==> src/hdl/ptm_pkg.sv <==
`timescale 1ns / 1ps
package ptm_pkg;

    localparam int IDX_W   = 9;
    localparam int VPN_W   = 36;
    localparam int PPN_W   = 40;
    localparam int ENTRY_W = 64;
    localparam int USED_W  = 5;

    localparam logic [1:0] ST_OK    = 2'd0;
    localparam logic [1:0] ST_SIZE  = 2'd1;
    localparam logic [1:0] ST_NOMEM = 2'd2;

    localparam logic [ENTRY_W-1:0] PE_PRESENT = 64'h0000_0000_0000_0001;
    localparam logic [ENTRY_W-1:0] PE_WRITE   = 64'h0000_0000_0000_0002;
    localparam logic [ENTRY_W-1:0] PE_USER    = 64'h0000_0000_0000_0004;
    localparam logic [ENTRY_W-1:0] PE_LARGE   = 64'h0000_0000_0000_0080;
    localparam logic [ENTRY_W-1:0] PE_NOEXEC  = 64'h8000_0000_0000_0000;

    // walk levels
    localparam logic [1:0] LVL_PML4 = 2'd0;
    localparam logic [1:0] LVL_PDPT = 2'd1;
    localparam logic [1:0] LVL_PD   = 2'd2;
    localparam logic [1:0] LVL_PT   = 2'd3;

    typedef struct packed {
        logic       load_in;
        logic       clr_en;
        logic       rd_en;
        logic       eval_en;
        logic       leaf_en;
        logic       out_load;
        logic [1:0] lvl;
    } ptm_cmd_t;

    typedef struct packed {
        logic clr_last;
        logic stop;
        logic out_free;
    } ptm_sts_t;

endpackage

==> src/hdl/ptm_ctrl.sv <==
`timescale 1ns / 1ps
module ptm_ctrl
    import ptm_pkg::*;
(
    input  logic     aclk,
    input  logic     aresetn,
    input  logic     s_tvalid,
    output logic     s_tready,
    output ptm_cmd_t cmd,
    input  ptm_sts_t sts
);

    localparam logic [2:0] S_CLEAR = 3'd0;
    localparam logic [2:0] S_IDLE  = 3'd1;
    localparam logic [2:0] S_READ  = 3'd2;
    localparam logic [2:0] S_EVAL  = 3'd3;
    localparam logic [2:0] S_LEAF  = 3'd4;
    localparam logic [2:0] S_FIN   = 3'd5;

    logic [2:0] state_reg, state_next;
    logic [1:0] lvl_reg, lvl_next;

    always_ff @(posedge aclk) begin
        if (!aresetn) begin
            state_reg <= S_CLEAR;
            lvl_reg   <= LVL_PML4;
        end else begin
            state_reg <= state_next;
            lvl_reg   <= lvl_next;
        end
    end

    always_comb begin
        state_next   = state_reg;
        lvl_next     = lvl_reg;
        cmd          = '0;
        cmd.lvl      = lvl_reg;
        s_tready     = 1'b0;
        case (state_reg)
            S_CLEAR: begin
                cmd.clr_en = 1'b1;
                if (sts.clr_last) state_next = S_IDLE;
            end
            S_IDLE: begin
                s_tready = 1'b1;
                if (s_tvalid) begin
                    cmd.load_in = 1'b1;
                    lvl_next    = LVL_PML4;
                    state_next  = S_READ;
                end
            end
            S_READ: begin
                cmd.rd_en  = 1'b1;
                state_next = S_EVAL;
            end
            S_EVAL: begin
                cmd.eval_en = 1'b1;
                if (sts.stop) begin
                    state_next = S_FIN;
                end else if (lvl_reg == LVL_PD) begin
                    // page table leaf is written without a read
                    lvl_next   = LVL_PT;
                    state_next = S_LEAF;
                end else begin
                    lvl_next   = lvl_reg + 2'd1;
                    state_next = S_READ;
                end
            end
            S_LEAF: begin
                cmd.leaf_en = 1'b1;
                state_next  = S_FIN;
            end
            S_FIN: begin
                if (sts.out_free) begin
                    cmd.out_load = 1'b1;
                    state_next   = S_IDLE;
                end
            end
            default: begin
                state_next = S_CLEAR;
            end
        endcase
    end

endmodule

==> config.mk <==
export PLATFORM = sky130hd
export DESIGN_NAME = ptm_ctrl
export DESIGN_NICKNAME = d
export VERILOG_FILES = /design/src/hdl/ptm_pkg.sv /design/src/hdl/ptm_ctrl.sv
export SDC_FILE = /design/constraint.sdc
export NUM_CORES = 1
export LEC_CHECK = 0
export ABC_AREA = 0
export BUFFER_PORTS_ARGS = -buffer_cell sky130_fd_sc_hd__buf_4
export CORE_AREA = 8 8 45 47
export DETAILED_ROUTE_END_ITERATION = 7
export DIE_AREA = 0 0 53 55
export PLACE_DENSITY = 0.57
export SLEW_MARGIN = 20
export SYNTH_ARGS = -nofsm -noshare
export SYNTH_HDL_FRONTEND = slang
export SYNTH_SLANG_ARGS = --single-unit
==> constraint.sdc <==
create_clock -name aclk -period 1.5 [get_ports aclk]
set_input_delay 0.225 -clock aclk [delete_from_list [all_inputs] [get_ports aclk]]
set_output_delay 0.225 -clock aclk [all_outputs]
set_load 0.1 [all_outputs]
After elaboration in Yosys (flattened, before gate mapping). Index checks and enable logic that the tools add are counted.

$add $sub $neg: 1. $mul: 0. Div/mod/pow operators: 0. $lt $le $gt $ge: 0. Equality and inequality tests: 10. Shifts and indexed selects: 0. Muxes and demuxes: 19. Bitwise operators: 0. Reduce and logical (&&, ||, !) cells: 4.

Operators by type and width (count): case mux 3 bit (6 select lines) (1); 2-to-1 mux 3 bit (5); 2-to-1 mux 1 bit (9); != test 2 bit (second input constant) (4); == test 3 x 2 -> 1 bit (second input constant) (2); == test 3 bit (second input constant) (2); 2-to-1 mux 2 bit (3); AND reduction 3 bit (2); case mux 2 bit (2 select lines) (1); == test 3 x 1 -> 1 bit (second input constant) (1); logical NOT 3 bit (1); adder 2 x 1 -> 2 bit (second input constant) (1); == test 2 bit (second input constant) (1); nonzero test 2 bit (1).

Register bits: 5. Bits in latches: 0. Bits in writable memories: 0. Memory bits (read-only): 0. Bits of input ports: 6. Memories: 0.

Logic depth before layout (Yosys ltp).
Depth in word-level cells: 4. Mapped depth: 5. Depth with buffers taken out: 5.

Worst setup path before layout. Ideal clock, no wire load.

Kind: reg-to-reg. Start point: register state_reg[1]. End point: register state_reg[0]. Data arrival time: 2.695 ns. Path slack: -1.354 ns. Stages on the path, launching flop included: 5. Buffers on the path: 1. Period minus slack after synthesis: 2.854 ns. Path through: dfxtp_1 > buf_6 > nor3b_2 > and2_1 > nor3_2.

Cells in the longest elaborated chain, start to end: 3.

Ends and longest elaborated chain: start: declaration (RTL line ptm_ctrl.sv:20) `logic [2:0] state_reg, state_next;`; start signal: assignment (RTL line ptm_ctrl.sv:28) `state_reg <= state_next;`; == test 3 bit, or another cell as far along (RTL line ptm_ctrl.sv:39) `case (state_reg)`; != test 2 bit (no source line); AND reduction 3 bit (no source line).

Several ways; a longest one is shown, not always the timed one. A chain may end at the register's enable or synchronous reset.

==> results.yml <==
yosys:
  syn-cell-area_um2: 390
  synthArstFlopShare: 0
  synth_area_leader_cell: "dfxtp_1"
  ys.flop_type: "dfxtp_1"
  syn-num-nets: 49
  yosysSeqAreaShare: 0.256
  synth-edff-count: 0
  synth_common_cells: "dfxtp_1, nor2_1, buf_6, nand2_1, nand2b_1"
  ys_ff_latch: 5
  synth_cell_types: 25
  synth_top_area_frac: 0.256
  yosys_warnings: 0
  yosys.cell_count.top_type: "dfxtp_1"
  synthTopCellsByArea: "dfxtp_1, buf_6, nor3b_2"
  synth_cells: 42
  syn_avg_cell_area_um2: 9.29
route:
  ant_nets: 0
  wl_per_cell_um: 11.9
  vias_per_cell: 4.67
  vias: 350
  first_iter_violations: 3
  drcViolationCount: 0
  drt-total-wl_um: 889
  firstDrtPassIters: 2
outcome:
  status: "finished clean"
placed_design:
  dp_hpwl_um: 705
  io_buffers: 14
  dpl-instance-area_um2: 538
  gp_congestion: 0.714
sta:
  hold_viol: 0
  tightest_slew_ns: 0.367
  fin_skew_ns: 0.00121
  slew_headroom: 0.752
  period_share: 0.977
  setup_tns_ns: 0
  period_minus_slack_ns: 1.47
  setup_viol: 0
  hold_slack_ns: 0.245
  maxSlewViolCount: 0
  fmax_ghz: 0.682
critical_path:
  worstSetupEndpointType: "output port"
  worstPathMaxFanout: 6
  required_ns: 1.27
  timing.rr.start: "state_reg[1]"
  arrival_ns: 1.24
  r2r-end: "lvl_reg[0]"
  criticalPathCategory: "register to output port"
  ff2ff_path_depth: 3
  rrSetupSlack_ns: 0.31
  start_kind: "register"
cells_and_area:
  synthToLayoutAreaGrowth_pct: 52.2
  fillers: 151
  largest_reg_flops: 3
  multi_input_area_um2: 289
  drive_gt1_frac: 0.627
  antenna_cells: 0
  final_nets: 67
  design_area_um2: 594
  seq_area_um2: 109
floorplanning:
  fp.dieW_um: 53
  die_area_um2: 2920
  start_util: 0.282
  die_h_um: 55
  io_pins: 15
  core_um2: 1380
  rows: 14
run:
  maxCapViolations: 0
worst_hold_path:
  hold-path-cell-count: 2
  hold_start: "aresetn"
  hold_end: "state_reg[2]"
  hold_class: "primary input to register"
pwr:
  power_mw: 0.518
  peakVddDrop_uv: 369
  p_leak_nw: 0.234
  powerDensity_nw_per_um2: 871
clock_tree:
  cts_tree: "done"
  hold_buffers: 0
  cts_setup_buffers: 0
  numClockSinks: 5
  cts_buffers: 3
  clk_pin_slew_ns: 0.04
  cts_max_level: 1
  cts-root-buf: "clkbuf_4"
  insertion_delay_ns: 0.24
  clockBufferDepth: 2
grt:
  grt_pass1_wl_mm: 1.44
  overflow: 0
  antenna_found_initial: 0
  grt_pass1_vias: 347
  grt_max_degree: 12
  grt_usage: 0.0677
## through the flow
stage                     setup WS (ns)   util  std cells
final                            0.0338  0.429         75
after floorplan                  -0.501      -         42
after detailed placement          0.135  0.389         71
after global routing           -0.00724  0.429         75
after global placement            0.135  0.389         71
after CTS                      0.000216  0.420         75
## placed cells by master, fill, tap and decap left out, drive strengths merged
master  instances
buf            16
dfxtp           5
nand2b          4
nor2            4
clkbuf          4
nand2           3
nor3            2
mux2i           2
nor2b           2
o21a            2
nor3b           2
a21oi           2
and3b           1
inv             1
and2            1
o211ai          1
or2b            1
o41ai           1
o21ai           1
mux2            1
a22oi           1
nand3b          1
ha              1
## where the power goes
part	leakage, nW	switching, mW	internal, mW	total [mW]
clock	0.0150	0.0523	0.100	0.153
sequential	0.0432	0.0124	0.139	0.151
combinational	0.176	0.144	0.0695	0.213
## what timing repair did
item | 4_1_cts | 5_1_grt
setup endpoints to repair | 5 | 3
hold endpoints to repair | 0 | 0
gates resized for setup | 6 | 4
gates cloned | 0 | 0
## per-layer routing
metal  up-vias  GRT usage  wire length (um)
li1        179          -                 -
met1       157     0.0803               405
met2        12     0.0918               368
met3         2     0.0241               102
met4         0     0.0647                12
met5         -          0                 0
## critical path, cell delays in order, from the launching register on
cell     delay, ns
dfxtp_2       0.36
buf_4         0.16
and3b_2       0.27
buf_8         0.20
## how the worst max path moves through the flow
stage,startpoint,to,slack [ns]
floorplan,state_reg[2],cmd[7],-0.50
global placement,state_reg[2],cmd[4],0.14
detailed placement,state_reg[2],cmd[4],0.13
CTS,state_reg[2],cmd[4],0.0002
global route,state_reg[1],cmd[2],-0.007
finish,state_reg[2],cmd[4],0.03
## cell type report
| cell class | instances | area share |
|---|---|---|
| inverter | 1 | 0.00632 |
| timing repair buffer | 16 | 0.246 |
| tap | 16 | 0.0337 |
| multi-input combinational | 33 | 0.486 |
| sequential | 5 | 0.183 |
| clock buffer | 4 | 0.0442 |
## kinds of logic after synthesis
group                    after synthesis  synth area share
AO/OA/AOI/OAI                          8             0.160
AND/OR/NAND/NOR                       21             0.365
flip-flops                             5             0.256
adder cells (fa/ha/maj)                1            0.0320
multiplexers                           3            0.0897
buffers and inverters                  4            0.0961
Power figures use the tool's default switching activity.
